--- src/sv/gamepad_command_frame_sequencer_macros.svh ---
// assertion macros for the gamepad command frame sequencer
`ifndef GAMEPAD_COMMAND_FRAME_SEQUENCER_MACROS_SVH
`define GAMEPAD_COMMAND_FRAME_SEQUENCER_MACROS_SVH

// same-cycle implication, disabled while in reset
`define GCFS_ASSERT_NOW(label, clk, rst_n, ante, cons) \
    label: assert property (@(posedge clk) disable iff (!rst_n) (ante) |-> (cons)) \
        else $error("gcfs assertion failed");

// next-cycle implication, disabled while in reset
`define GCFS_ASSERT_NEXT(label, clk, rst_n, ante, cons) \
    label: assert property (@(posedge clk) disable iff (!rst_n) (ante) |=> (cons)) \
        else $error("gcfs assertion failed");

`endif

--- src/sv/gcfs_pkg.sv ---
// shared types, codes and tables for the gamepad command frame sequencer
package gcfs_pkg;

    // frame buffer size in bytes, header included
    localparam int FRAME_BYTES = 21;
    localparam int POS_W = 5;

    // payload capacity and header length, one bit wider than a position
    localparam logic [POS_W:0] PAYLOAD_CAP = (POS_W + 1)'(FRAME_BYTES - 3);
    localparam logic [POS_W:0] HDR_LEN = (POS_W + 1)'(3);

    // command codes
    localparam logic [2:0] CMD_POLL     = 3'd0;
    localparam logic [2:0] CMD_CHECK    = 3'd1;
    localparam logic [2:0] CMD_CONFIG   = 3'd2;
    localparam logic [2:0] CMD_MODE     = 3'd3;
    localparam logic [2:0] CMD_MOTOR    = 3'd4;
    localparam logic [2:0] CMD_PRESSURE = 3'd5;
    localparam logic [2:0] CMD_RX       = 3'd6;

    // protocol bytes
    localparam logic [7:0] BYTE_HEADER = 8'h01;
    localparam logic [7:0] BYTE_IDLE   = 8'h00;

    typedef struct packed {
        logic [2:0] command;
        logic [7:0] motor_byte_small;
        logic [7:0] motor_byte_large;
        logic       option_a;
        logic       option_b;
        logic       option_c;
        logic [7:0] rx_byte;
    } cmd_word_t;

    typedef struct packed {
        logic [7:0]       tx_byte;
        logic             tx_valid;
        logic [POS_W-1:0] rx_index;
        logic [7:0]       rx_data;
        logic             rx_store;
        logic             frame_done;
        logic             length_error;
    } res_word_t;

    typedef struct packed {
        logic             busy;
        logic [2:0]       frame_kind;
        logic [POS_W-1:0] byte_position;
        logic [POS_W-1:0] payload_length;
        logic [15:0]      saved_motor_bytes;
        logic [2:0]       saved_options;
    } frame_state_t;

    // command byte sent in the second header slot
    function automatic logic [7:0] cmd_code(input logic [2:0] kind);
        logic [7:0] code;
        unique case (kind)
            CMD_POLL:     code = 8'h42;
            CMD_CHECK:    code = 8'h41;
            CMD_CONFIG:   code = 8'h43;
            CMD_MODE:     code = 8'h44;
            CMD_MOTOR:    code = 8'h4D;
            CMD_PRESSURE: code = 8'h4F;
            default:      code = 8'h42;
        endcase
        return code;
    endfunction

    // payload length of the fixed-length kinds
    function automatic logic [POS_W-1:0] fixed_len(input logic [2:0] kind);
        logic [POS_W-1:0] len;
        unique case (kind)
            CMD_CHECK, CMD_MODE, CMD_PRESSURE: len = POS_W'(6);
            CMD_MOTOR:                         len = POS_W'(2);
            default:                           len = '0;
        endcase
        return len;
    endfunction

    // payload byte at a payload offset
    function automatic logic [7:0] payload_byte(
        input logic [2:0]       kind,
        input logic [POS_W-1:0] idx,
        input logic [15:0]      motor,
        input logic [2:0]       opts
    );
        logic [7:0] b;
        logic       oa;
        logic       ob;
        logic       oc;
        oa = opts[0];
        ob = opts[1];
        oc = opts[2];
        b  = 8'h00;
        unique case (kind)
            CMD_POLL: begin
                if (idx == POS_W'(0)) b = motor[7:0];
                else if (idx == POS_W'(1)) b = motor[15:8];
            end
            CMD_CHECK: b = 8'h5A;
            CMD_CONFIG: begin
                if (idx == POS_W'(0)) b = {7'd0, oa};
            end
            CMD_MODE: begin
                if (idx == POS_W'(0)) b = {7'd0, oa};
                else if (idx == POS_W'(1)) b = ob ? 8'h03 : 8'hEE;
            end
            CMD_MOTOR: begin
                if (idx == POS_W'(0)) b = oa ? 8'h00 : 8'hFF;
                else if (idx == POS_W'(1)) b = ob ? 8'h01 : 8'hFF;
            end
            CMD_PRESSURE: begin
                if (idx == POS_W'(0)) b = oa ? 8'hFF : 8'h3F;
                else if (idx == POS_W'(1))
                    b = (oa ? 8'h03 : 8'h00) | (ob ? 8'h3C : 8'h00) | (oc ? 8'hC0 : 8'h00);
                else if (idx == POS_W'(2)) b = oc ? 8'h03 : 8'h00;
            end
            default: b = 8'h00;
        endcase
        return b;
    endfunction

endpackage

--- src/sv/gcfs_step.sv ---
// per-word frame decision: next frame state and the result word
module gcfs_step (
    input  gcfs_pkg::frame_state_t state,
    input  gcfs_pkg::cmd_word_t    word,
    output gcfs_pkg::frame_state_t state_next,
    output gcfs_pkg::res_word_t    result
);

    logic                     variable_len;
    logic                     bad_len;
    logic [gcfs_pkg::POS_W:0] pos_inc;
    logic [gcfs_pkg::POS_W:0] frame_end;

    // kind-dependent length checks
    assign variable_len = (state.frame_kind == gcfs_pkg::CMD_POLL)
                       || (state.frame_kind == gcfs_pkg::CMD_CONFIG);
    assign bad_len = (state.payload_length == '0)
                  || ({1'b0, state.payload_length} > gcfs_pkg::PAYLOAD_CAP);
    assign pos_inc   = {1'b0, state.byte_position} + (gcfs_pkg::POS_W + 1)'(1);
    assign frame_end = gcfs_pkg::HDR_LEN + {1'b0, state.payload_length};

    // frame sequencing
    always_comb
    begin
        state_next = state;
        result     = '0;
        priority if (word.command < gcfs_pkg::CMD_RX)
        begin
            // start command, ignored while a frame is open
            if (!state.busy)
            begin
                state_next.busy              = 1'b1;
                state_next.frame_kind        = word.command;
                state_next.byte_position     = '0;
                state_next.payload_length    = gcfs_pkg::fixed_len(word.command);
                state_next.saved_motor_bytes = {word.motor_byte_large, word.motor_byte_small};
                state_next.saved_options     = {word.option_c, word.option_b, word.option_a};
                result.tx_byte               = gcfs_pkg::BYTE_HEADER;
                result.tx_valid              = 1'b1;
            end
        end
        else if (word.command == gcfs_pkg::CMD_RX && state.busy)
        begin
            result.rx_index = state.byte_position;
            result.rx_data  = word.rx_byte;
            result.rx_store = (state.frame_kind == gcfs_pkg::CMD_POLL);
            priority if (state.byte_position == gcfs_pkg::POS_W'(0))
            begin
                result.tx_byte           = gcfs_pkg::cmd_code(state.frame_kind);
                result.tx_valid          = 1'b1;
                state_next.byte_position = gcfs_pkg::POS_W'(1);
            end
            else if (state.byte_position == gcfs_pkg::POS_W'(1))
            begin
                // reported length: low nibble doubled
                if (variable_len)
                    state_next.payload_length = {word.rx_byte[3:0], 1'b0};
                result.tx_byte           = gcfs_pkg::BYTE_IDLE;
                result.tx_valid          = 1'b1;
                state_next.byte_position = gcfs_pkg::POS_W'(2);
            end
            else if (state.byte_position == gcfs_pkg::POS_W'(2) && variable_len && bad_len)
            begin
                result.frame_done   = 1'b1;
                result.length_error = 1'b1;
                state_next.busy     = 1'b0;
            end
            else if (pos_inc < frame_end)
            begin
                result.tx_byte = gcfs_pkg::payload_byte(
                    state.frame_kind,
                    gcfs_pkg::POS_W'(pos_inc - gcfs_pkg::HDR_LEN),
                    state.saved_motor_bytes,
                    state.saved_options);
                result.tx_valid          = 1'b1;
                state_next.byte_position = pos_inc[gcfs_pkg::POS_W-1:0];
            end
            else
            begin
                result.frame_done = 1'b1;
                state_next.busy   = 1'b0;
            end
        end
        else
        begin
            // stray byte or unused code: nothing happens
            state_next = state;
        end
    end

endmodule

--- src/sv/gamepad_command_frame_sequencer.sv ---
// top level of the gamepad command frame sequencer
//
//   channel   valid       stall       word
//   command   cmd_valid   cmd_stall   cmd_word (gcfs_pkg::cmd_word_t)
//   result    res_valid   res_stall   res_word (gcfs_pkg::res_word_t)
//
// one command word is taken per cycle while cmd_stall is low; its result word
// comes out of the result register in the cycle after acceptance, one result per command.
// frame state is updated at the accepting edge, so back-to-back words chain.
// cmd_stall is high only while the result register is full and res_stall holds it.
// rst_n clears the frame state and empties the result register.
`include "gamepad_command_frame_sequencer_macros.svh"

module gamepad_command_frame_sequencer (
    input  logic                clk,
    input  logic                rst_n,
    input  logic                cmd_valid,
    output logic                cmd_stall,
    input  gcfs_pkg::cmd_word_t cmd_word,
    output logic                res_valid,
    input  logic                res_stall,
    output gcfs_pkg::res_word_t res_word
);

    gcfs_pkg::frame_state_t state_reg;
    gcfs_pkg::frame_state_t state_next;
    gcfs_pkg::res_word_t    result_next;
    gcfs_pkg::res_word_t    res_word_reg;
    logic                   res_valid_reg;
    logic                   res_valid_next;
    logic                   cmd_accept;

    // handshake: accept while the result register can take a word
    assign cmd_stall  = res_valid_reg && res_stall;
    assign cmd_accept = cmd_valid && !cmd_stall;
    assign res_valid  = res_valid_reg;
    assign res_word   = res_word_reg;

    // frame decision logic
    gcfs_step u_step (
        .state      (state_reg),
        .word       (cmd_word),
        .state_next (state_next),
        .result     (result_next)
    );

    // result register occupancy
    always_comb
    begin
        if (cmd_accept)
            res_valid_next = 1'b1;
        else if (!res_stall)
            res_valid_next = 1'b0;
        else
            res_valid_next = res_valid_reg;
    end

    // frame state and result valid
    always_ff @(posedge clk or negedge rst_n)
    begin
        if (!rst_n)
        begin
            state_reg     <= '0;
            res_valid_reg <= 1'b0;
        end
        else
        begin
            if (cmd_accept)
                state_reg <= state_next;
            res_valid_reg <= res_valid_next;
        end
    end

    // result payload
    always_ff @(posedge clk)
    begin
        if (cmd_accept)
            res_word_reg <= result_next;
    end

    // a byte taken while idle yields an all-zero result
    `GCFS_ASSERT_NEXT(a_idle_byte_zero, clk, rst_n,
        cmd_accept && !state_reg.busy && cmd_word.command == gcfs_pkg::CMD_RX,
        res_valid && res_word == '0)

    // a length error always closes the frame
    `GCFS_ASSERT_NEXT(a_error_closes, clk, rst_n,
        cmd_accept && result_next.length_error, !state_reg.busy)

    // an open frame never runs past the frame buffer
    `GCFS_ASSERT_NOW(a_pos_in_frame, clk, rst_n,
        state_reg.busy, 32'(state_reg.byte_position) < 32'(gcfs_pkg::FRAME_BYTES))

endmodule
--- config.mk ---
export PLATFORM = sky130hd
export DESIGN_NAME = gamepad_command_frame_sequencer
export DESIGN_NICKNAME = d
export VERILOG_FILES = /design/src/sv/gcfs_pkg.sv /design/src/sv/gcfs_step.sv /design/src/sv/gamepad_command_frame_sequencer.sv
export VERILOG_INCLUDE_DIRS = /design/src /design/src/sv
export SDC_FILE = /design/constraint.sdc
export NUM_CORES = 1
export LEC_CHECK = 0
export BUFFER_PORTS_ARGS = -buffer_cell sky130_fd_sc_hd__buf_2
export CORE_MARGIN = 4
export CORE_UTILIZATION = 49
export CTS_BUF_LIST = sky130_fd_sc_hd__clkbuf_4
export CTS_CLUSTER_SIZE = 40
export DETAILED_ROUTE_END_ITERATION = 10
export GPL_TIMING_DRIVEN = 0
export PLACE_DENSITY_LB_ADDON = 0.3
export REMOVE_ABC_BUFFERS = 1
export SLEW_MARGIN = 5
export SYNTH_ARGS = -nofsm -noshare
export SYNTH_HDL_FRONTEND = slang
export SYNTH_HIERARCHICAL = 1
export SYNTH_SLANG_ARGS = --single-unit
export TNS_END_PERCENT = 50
--- constraint.sdc ---
create_clock -name clk -period 6.8 [get_ports clk]
set_clock_uncertainty 0.1 [all_clocks]
set_input_delay 0.34 -clock clk [delete_from_list [all_inputs] [get_ports clk]]
set_output_delay 0.34 -clock clk [all_outputs]
set_load 0.005 [all_outputs]
==> flow_summary.toml, run 1 <==
[cts]
clock-sinks = 59
cts_tree = "yes"
cts_resized = 0
htree_levels = 3
cts_buffer_depth = 2
numCtsBuffers = 9
clk_latency_ns = 0.41
clk_pin_slew_ns = 0.10
ctsHoldBuffers = 1
cts-root-buf = "clkbuf_4"
cts_setup_buffers = 0

[sta]
tns_ns = 0
finalCritPeriodShare_pct = 47.55
final_hold_viol_count = 0
rsz0062_at_grt = "false"
max_freq_mhz = 309.2
worstMarginPinSlew_ns = 1.223
slew_violations = 0
setup_viol = 0
setup_slack_ns = 3.566
finalCriticalPeriod_ns = 3.234
relSlewSlack_pct = 18.49

[yosys]
synth-main-ff-cell = "dfrtp_1"
synth.cell_area_um2 = 3701
ys_types = 62
synth_warnings = 6
synth_cells = 376
synth.avg_cell_area_um2 = 9.843
synthArstFlopShare_pct = 57.63
synth-edff-count = 25
yosysSeqAreaShare_pct = 43.27
synth-seq-cells = 59

[finish]
n_fill_cell = 719
nets = 482
diodes = 0
area_growth_pct = 15.62
largest_reg_flops = 33
drive_gt1_share_pct = 29.68
final_util_pct = 58.68
final_cells = 537

[route]
via_count = 2922
drc = 0
avgViaCountPerCell = 5.441
dr.first_iter.drc_count = 136
drtPass1Iterations = 4
antenna_left = 0
wl_per_cell_um = 14.69
drt_wl_total_um = 7888

[critical_path]
end_kind = "flop"
crit_path_start = "state_reg[24]$_DFFE_PN0P_"
r2r-start = "state_reg[24]$_DFFE_PN0P_"
worstSetupPathType = "flop to flop"
path_max_fanout = 19
critPathCapture = "res_word[18]$_DFFE_PP_"
worstPathRequired_ns = 6.94
r2r_cells = 8
r2r_slack_ns = 3.57
worst-endpoint-arrival_ns = 3.37
critPathLaunchType = "flop"
r2r_end = "res_word[18]$_DFFE_PP_"

[floorplanning]
start_util_pct = 50.75
die_h_um = 94.91
fp.coreArea_um2 = 7292
rows = 31
die_area_um2 = 9008
io_pins = 61
chipWidth_um = 94.91

[global_routing]
grt_first_pass_wirelength_um = 13290
overflow = 0
grt_usage_pct = 19.09
antenna_found_initial = 0
grt_pass1_vias = 2809
grt_max_degree = 35

[placed_design]
io_buffers = 60
dp_hpwl_um = 5647
pre_cts_ws_ns = 3.606
placed_cells = 520
gp_congestion = 0.8768

[power]
power_density_nw_per_um2 = 362.1
fin_total_pwr_mw = 1.550
p_leak_nw = 1.911
ir_worst_vdd_mv = 0.1380

[worst_hold_path]
min_from = "cmd_valid"
hold_class = "input port to flop"

[flow_run]
drv_cap = 0

[status]
status = "completed"
==> logic make-up after synthesis <==
kind of cell    synth area share, %
flops                         43.27
xor+xnor                      1.623
buf+inv                       3.448
mux                           11.16
compound gates                15.08
simple gates                  20.35
fa+ha+maj                     5.071
==> final cells by class <==
type                            count  area, um^2  area share, %
Multi-Input combinational cell    291        1981          46.29
Sequential cell                    59        1602          37.43
Timing Repair Buffer               65       391.6          9.152
Tap cell                           99       123.9          2.895
Clock inverter                      6       80.08          1.871
Clock buffer                       10       75.07          1.754
Inverter                            7       26.28         0.6140
==> cells in the mapped netlist (4+ instances only) <==
| library cell | n | area share [%] |
|---|---|---|
| a211oi_1 | 4 | 0.81 |
| nor2_1 | 22 | 2.2 |
| inv_1 | 7 | 0.71 |
| dfrtp_1 | 34 | 23 |
| o21ai_0 | 7 | 0.95 |
| a21oi_1 | 20 | 2.7 |
| edfxtp_1 | 25 | 20 |
| a22oi_1 | 5 | 1.0 |
| nor3_1 | 4 | 0.54 |
| and2_1 | 14 | 2.4 |
| ha_1 | 15 | 5.1 |
| a22o_1 | 5 | 1.2 |
| clkbuf_1 | 13 | 1.3 |
| nand2b_1 | 7 | 1.2 |
| nor2b_1 | 4 | 0.68 |
| nand3_1 | 4 | 0.54 |
| o211ai_1 | 4 | 0.81 |
| mux2_2 | 33 | 10 |
| nand2_1 | 85 | 8.6 |
| o21ai_1 | 5 | 0.68 |
==> power breakdown <==
| part | leakage [nW] | switching (mW) | internal (mW) | total (mW) |
|---|---|---|---|---|
| clock | 0.0881 | 0.129 | 0.151 | 0.280 |
| sequential | 0.676 | 0.118 | 0.458 | 0.576 |
| combinational | 1.15 | 0.378 | 0.315 | 0.694 |
==> stage by stage <==
| step | hold WS (ns) | area, um^2 |
|---|---|---|
| after CTS | 0.02266 | 4279 |
| after detailed placement | 0.3839 | 4114 |
| after global placement | 0.3851 | 4024 |
| after floorplan | -0.05559 | 3600 |
| final | 0.04423 | 4279 |
| after global routing | 0.03157 | 4279 |
==> worst min path at each step <==
stage                               end  depth (start not counted)
3_3_place_gp   state_reg[8]$_DFFE_PN0P_                          1
5_1_grt           res_valid$_DFFE_PN0P_                          2
6_report          res_valid$_DFFE_PN0P_                          2
3_5_place_dp   state_reg[8]$_DFFE_PN0P_                          1
4_1_cts           res_valid$_DFFE_PN0P_                          2
2_1_floorplan     res_valid$_DFFE_PN0P_                          0
==> worst max-delay path, cell delays in order, from the launching register on <==
cell      delay [ns]
dfrtp_1         0.57
inv_1           0.20
ha_1            0.50
nor2b_1         0.86
a22oi_1         0.17
nor3_1          0.19
a31oi_1         0.07
o22a_1          0.23
o221ai_1        0.18
==> placed cells by master (no fill, tap or decap), types with 7 or more instances in the layout <==
cell,count
mux2_2,33
dfrtp_1,34
clkbuf_4,10
and2_1,14
nand2_1,85
edfxtp_1,25
nor2_1,22
ha_1,15
a21oi_1,19
inv_1,7
buf_2,60
nand2b_1,7
o21ai_0,7
==> layer usage <==
layer | up-vias | GRT usage, % | wire length [um]
met5 | - | 0 | 0
met4 | 0 | 8.173 | 122
met3 | 11 | 3.426 | 435
met2 | 87 | 30.65 | 3688
met1 | 1367 | 25.29 | 3643
li1 | 1457 | - | -
(Power assumes the default switching activity.)
==> inputs of run 2 (changes only) <==
clock period = 3.15 ns   (was 6.8 ns; I/O delays follow)
==> run 2 against run 1 <==
  * Cell count grew 5.2%
  * Sequential power is 120% higher
  * Sequential share of layout area down 2.5 points
  * Wire length rose by 4.2%
  * Non-clock buffer count grew 28
  * Clock power rose by 120%
  * Die area unchanged
  * Worst setup slack lost 3.4 ns
  * Utilization grew 4.3 points
  * Critical endpoint is now state_reg[27]$_DFFE_PN0P_
  * Via count rose by 4.5%
  * Sequential cell count stayed put
  * Count of clock-buffer cells in the layout unchanged
==> flow_summary.toml, run 2 (same netlist as run 1, synthesis figures left out) <==
[status]
status = "completed"

[floorplanning]
start_util_pct = 50.75
fp.coreArea_um2 = 7292
die_h_um = 94.91
die_area_um2 = 9008
io_pins = 61
chipWidth_um = 94.91
rows = 31

[route]
drtPass1Iterations = 5
drc = 0
dr.first_iter.drc_count = 112
antenna_left = 0
via_count = 3054
avgViaCountPerCell = 5.405
wl_per_cell_um = 14.55
drt_wl_total_um = 8219

[sta]
worst_hold_slack_ns = 0.02764
rsz0062_at_grt = "false"
final_hold_viol_count = 0
finalCritPeriodShare_pct = 93.18
worstMarginPinSlew_ns = 1.221
relSlewSlack_pct = 18.62
max_freq_mhz = 340.7
setup_viol = 0
slew_violations = 0
finalCriticalPeriod_ns = 2.935

[power]
fin_total_pwr_mw = 3.410
p_leak_nw = 2.039
power_density_nw_per_um2 = 742.2
ir_worst_vdd_mv = 0.3008

[finish]
layout_common_cells = "nand2_1, buf_2, mux2_2"
design_area_um2 = 4594
n_fill_cell = 681
layout_commonest_cell = "nand2_1"
drive_gt1_share_pct = 29.40
multi_input_comb_area_um2 = 2012
area_growth_pct = 24.14
register_area_um2 = 1605
diodes = 0
nets = 510
final_cells = 565
largest_reg_flops = 33

[critical_path]
worstSetupPathType = "flop to flop"
critPathLaunchType = "flop"
r2r_cells = 9
cp_top_family = "compound AO/OA/AOI/OAI gates"
cpMostUsedCell = "ha_1"
worst-endpoint-arrival_ns = 3.14
worst-path-buf-inv = 1
slowest_delay_ns = 0.49
r2r-start = "state_reg[24]$_DFFE_PN0P_"
worstPathRequired_ns = 3.36
cp_cell_sequence = "inv_1 > ha_1 > ha_1 > a2111oi_4 > o21ai_2 > nor2_4 > o21ai_1 > a32o_2 > mux2_2"
path_max_fanout = 9
r2r_slack_ns = 0.21
cp_slowest_cell = "dfrtp_2"
r2r_end = "state_reg[27]$_DFFE_PN0P_"
end_kind = "flop"

[global_routing]
grt_usage_pct = 19.93
grt_first_pass_wirelength_um = 13910
overflow = 0
grt_max_degree = 35
antenna_found_initial = 0
grt_pass1_vias = 2928

[placed_design]
placedInstanceArea_um2 = 4114
placed_cells = 520
gp_congestion = 0.8768
dp_hpwl_um = 5647
io_buffers = 60

[cts]
cts_buffer_depth = 2
clk_latency_ns = 0.41
numCtsBuffers = 9
clock-sinks = 59
cts_tree = "yes"
clk_pin_slew_ns = 0.11
cts-root-buf = "clkbuf_4"
htree_levels = 3

[worst_hold_path]
hold_end = "res_valid$_DFFE_PN0P_"
holdPathStages = 3
hold_class = "input port to flop"
min_from = "res_stall"

[flow_run]
drv_cap = 0
-- run 2: where the power goes --
group | leakage (nW) | switching [mW] | total, mW | internal, mW
clock network | 0.0881 | 0.282 | 0.608 | 0.326
registers | 0.672 | 0.255 | 1.25 | 0.993
logic | 1.28 | 0.838 | 1.55 | 0.717
total | 2.04 | 1.37 | 3.41 | 2.04
-- run 2: how the worst max path moves through the flow --
stage / endpoint / slack, ns / start / depth (start not counted)
after global routing: res_word[18]$_DFFE_PP_ / 0.05 / state_reg[24]$_DFFE_PN0P_ / 8
after global placement: state_reg[28]$_DFFE_PN0P_ / -0.42 / state_reg[32]$_DFFE_PN0P_ / 6
after CTS: state_reg[27]$_DFFE_PN0P_ / 0.01 / state_reg[24]$_DFFE_PN0P_ / 9
final: state_reg[27]$_DFFE_PN0P_ / 0.21 / state_reg[24]$_DFFE_PN0P_ / 9
after detailed placement: res_word[18]$_DFFE_PP_ / -0.04 / state_reg[24]$_DFFE_PN0P_ / 8
after floorplan: state_reg[27]$_DFFE_PN0P_ / 0.32 / state_reg[24]$_DFFE_PN0P_ / 9
-- run 2: area by class of cell --
class | count | share of cell area, %
Tap cell | 99 | 2.696
Multi-Input combinational cell | 291 | 43.79
Inverter | 7 | 0.5719
Clock inverter | 6 | 1.743
Timing Repair Buffer | 93 | 14.62
Sequential cell | 59 | 34.94
Clock buffer | 10 | 1.634
-- run 2: what timing repair did --
item	CTS	global route
buffers inserted	0	0
resized for setup	1	8
hold buffers	29	0
endpoints found under the hold margin	62	0
setup endpoints to repair	1	11
-- run 2: metal layers --
layer | up-vias | routed length (um) | global-route usage [%]
met5 | - | 0 | 0
met4 | 0 | 82 | 8.173
met3 | 7 | 404 | 3.347
met2 | 84 | 3996 | 32.12
met1 | 1451 | 3735 | 26.61
li1 | 1512 | - | -
-- run 2: metrics by stage --
step / utilization, % / TNS (ns) / worst slack, ns
after floorplan: - / 0 / 0.3169
after global placement: 55.18 / -2.395 / -0.4158
after detailed placement: 56.42 / -0.04691 / -0.04438
after CTS: 62.56 / 0 / 0.01256
after global routing: 63.01 / 0 / 0.04906
final: 63.01 / 0 / 0.2149
-- run 2: worst register-to-register path, stage by stage (launching register included) --
cell and delay, ns:
dfrtp_2 0.49, inv_1 0.16, ha_1 0.37, ha_1 0.34, a2111oi_4 0.31, o21ai_2 0.19, nor2_4 0.22, o21ai_1 0.13
a32o_2 0.27, mux2_2 0.26
==> inputs of run 3 (changes only) <==
CORE_ASPECT_RATIO = 0.7   (was not set)
==> run 3 against run 2 <==
  * Worst setup slack got worse by 0.12 ns
  * Sequential cell count unchanged
  * Count of clock-buffer cells in the layout increased by 2
  * Cell area decreased by 1.6%
  * Highest routed layer unchanged
  * Fmax decreased by 3.8%
  * Combinational power about the same
==> flow_summary.toml, run 3 (same netlist as run 1, synthesis figures left out) <==
[floorplanning]
fp.coreArea_um2 = 7320
io_pins = 61
die_area_um2 = 9030
rows = 26
die_h_um = 80.72
chipWidth_um = 111.9
start_util_pct = 50.56

[power]
power_density_nw_per_um2 = 718.4
p_leak_nw = 2.013
ir_worst_vdd_mv = 0.3139

[worst_hold_path]
min_from = "cmd_word[29]"
holdPathStages = 3
hold_end = "state_reg[32]$_DFFE_PN0P_"
hold_class = "input port to flop"

[route]
avgViaCountPerCell = 5.443
drtPass1Iterations = 5
drt_wl_total_um = 8384
dr.first_iter.drc_count = 162
via_count = 3070
wl_per_cell_um = 14.87
drc = 0
antenna_left = 0

[critical_path]
cp_cell_sequence = "inv_1 > ha_1 > ha_1 > a2111oi_4 > o21ai_2 > nor2_2 > o21ai_1 > a32o_2 > mux2_2"
r2r_end = "state_reg[27]$_DFFE_PN0P_"
worst-endpoint-arrival_ns = 3.25
r2r_slack_ns = 0.1
cp_top_family = "compound AO/OA/AOI/OAI gates"
end_kind = "flop"
r2r-start = "state_reg[24]$_DFFE_PN0P_"
path_max_fanout = 9
worstSetupPathType = "flop to flop"
cp_slowest_cell = "dfrtp_2"
slowest_delay_ns = 0.50
cpMostUsedCell = "ha_1"
worst-path-buf-inv = 1
critPathLaunchType = "flop"
worstPathRequired_ns = 3.35
r2r_cells = 9

[cts]
clock-sinks = 59
cts_buffer_depth = 2
clk_pin_slew_ns = 0.10
cts_setup_buffers = 0
cts-root-buf = "clkbuf_4"
numCtsBuffers = 9
htree_levels = 3
cts_tree = "yes"
clk_latency_ns = 0.42

[finish]
area_growth_pct = 22.18
nets = 510
layout_common_cells = "nand2_1, buf_2, mux2_2"
diodes = 0
drive_gt1_share_pct = 28.76
n_fill_cell = 605
largest_reg_flops = 33
layout_commonest_cell = "nand2_1"
design_area_um2 = 4522

[sta]
max_freq_mhz = 327.8
finalCritPeriodShare_pct = 96.85
finalCriticalPeriod_ns = 3.051
worstMarginPinSlew_ns = 1.251
relSlewSlack_pct = 16.62
final_hold_viol_count = 0
worst_hold_slack_ns = 0.01872
setup_viol = 0
rsz0062_at_grt = "true"
tns_ns = 0
slew_violations = 0

[global_routing]
grt_first_pass_wirelength_um = 14240
grt_usage_pct = 19.80
grt_pass1_vias = 2955
overflow = 0
grt_max_degree = 35
antenna_found_initial = 0

[placed_design]
gp_congestion = 0.9371
io_buffers = 60
dp_hpwl_um = 5816
placedInstanceArea_um2 = 4110

[status]
status = "completed"

[flow_run]
drv_cap = 0
[run 3: through the flow]
stage	power, mW	instances	utilization [%]	worst slack [ns]
floorplan	2.348	357	-	0.3169
global placement	2.660	515	54.96	-0.3728
detailed placement	2.751	519	56.15	-0.004299
CTS	3.243	564	61.62	0.0009790
global route	3.518	564	61.78	-0.08852
finish	3.248	564	61.78	0.09921
[run 3: repair_timing]
action,in CTS,in global routing
hold endpoints to repair,62,0
gates resized for setup,1,3
hold buffers,29,0
cloned,0,0
setup endpoints to repair,2,12
[run 3: where the power goes]
group          leakage (nW)  switching [mW]  internal [mW]
combinational          1.27           0.835          0.707
clock                0.0685           0.274          0.183
sequential            0.674           0.259          0.991
[run 3: worst max-delay path by stage]
stage                         startpoint                        end  slack, ns  cells past startpoint
2_1_floorplan  state_reg[24]$_DFFE_PN0P_  state_reg[27]$_DFFE_PN0P_       0.32                      9
3_3_place_gp   state_reg[32]$_DFFE_PN0P_  state_reg[28]$_DFFE_PN0P_      -0.37                      6
3_5_place_dp   state_reg[24]$_DFFE_PN0P_  state_reg[27]$_DFFE_PN0P_     -0.004                      9
4_1_cts        state_reg[26]$_DFFE_PN0P_  state_reg[27]$_DFFE_PN0P_      0.001                     11
5_1_grt        state_reg[25]$_DFFE_PN0P_  state_reg[27]$_DFFE_PN0P_      -0.09                     10
6_report       state_reg[24]$_DFFE_PN0P_  state_reg[27]$_DFFE_PN0P_        0.1                      9
[run 3: worst reg2reg max path, cell delays in order (launching register included)]
cell and delay (ns):
dfrtp_2 0.50, inv_1 0.16, ha_1 0.38, ha_1 0.35
a2111oi_4 0.33, o21ai_2 0.16, nor2_2 0.30, o21ai_1 0.14
a32o_2 0.27, mux2_2 0.25
[run 3: routing by layer]
layer | track usage (%) | part of all wire [%]
met2 | 31.34 | 46
met5 | 0 | 0
met4 | 4.982 | 0.93
met3 | 5.723 | 7.2
met1 | 26.98 | 46
[run 3: area by class of cell]
cell class	count	area [um^2]	share of cell area, %
clock buffer	12	90.09	1.992
clock inverter	4	18.77	0.4151
inverter	7	26.28	0.5811
multi-input combinational	291	1991	44.02
sequential	59	1604	35.47
tap	98	122.6	2.712
timing repair buffer	93	669.4	14.80
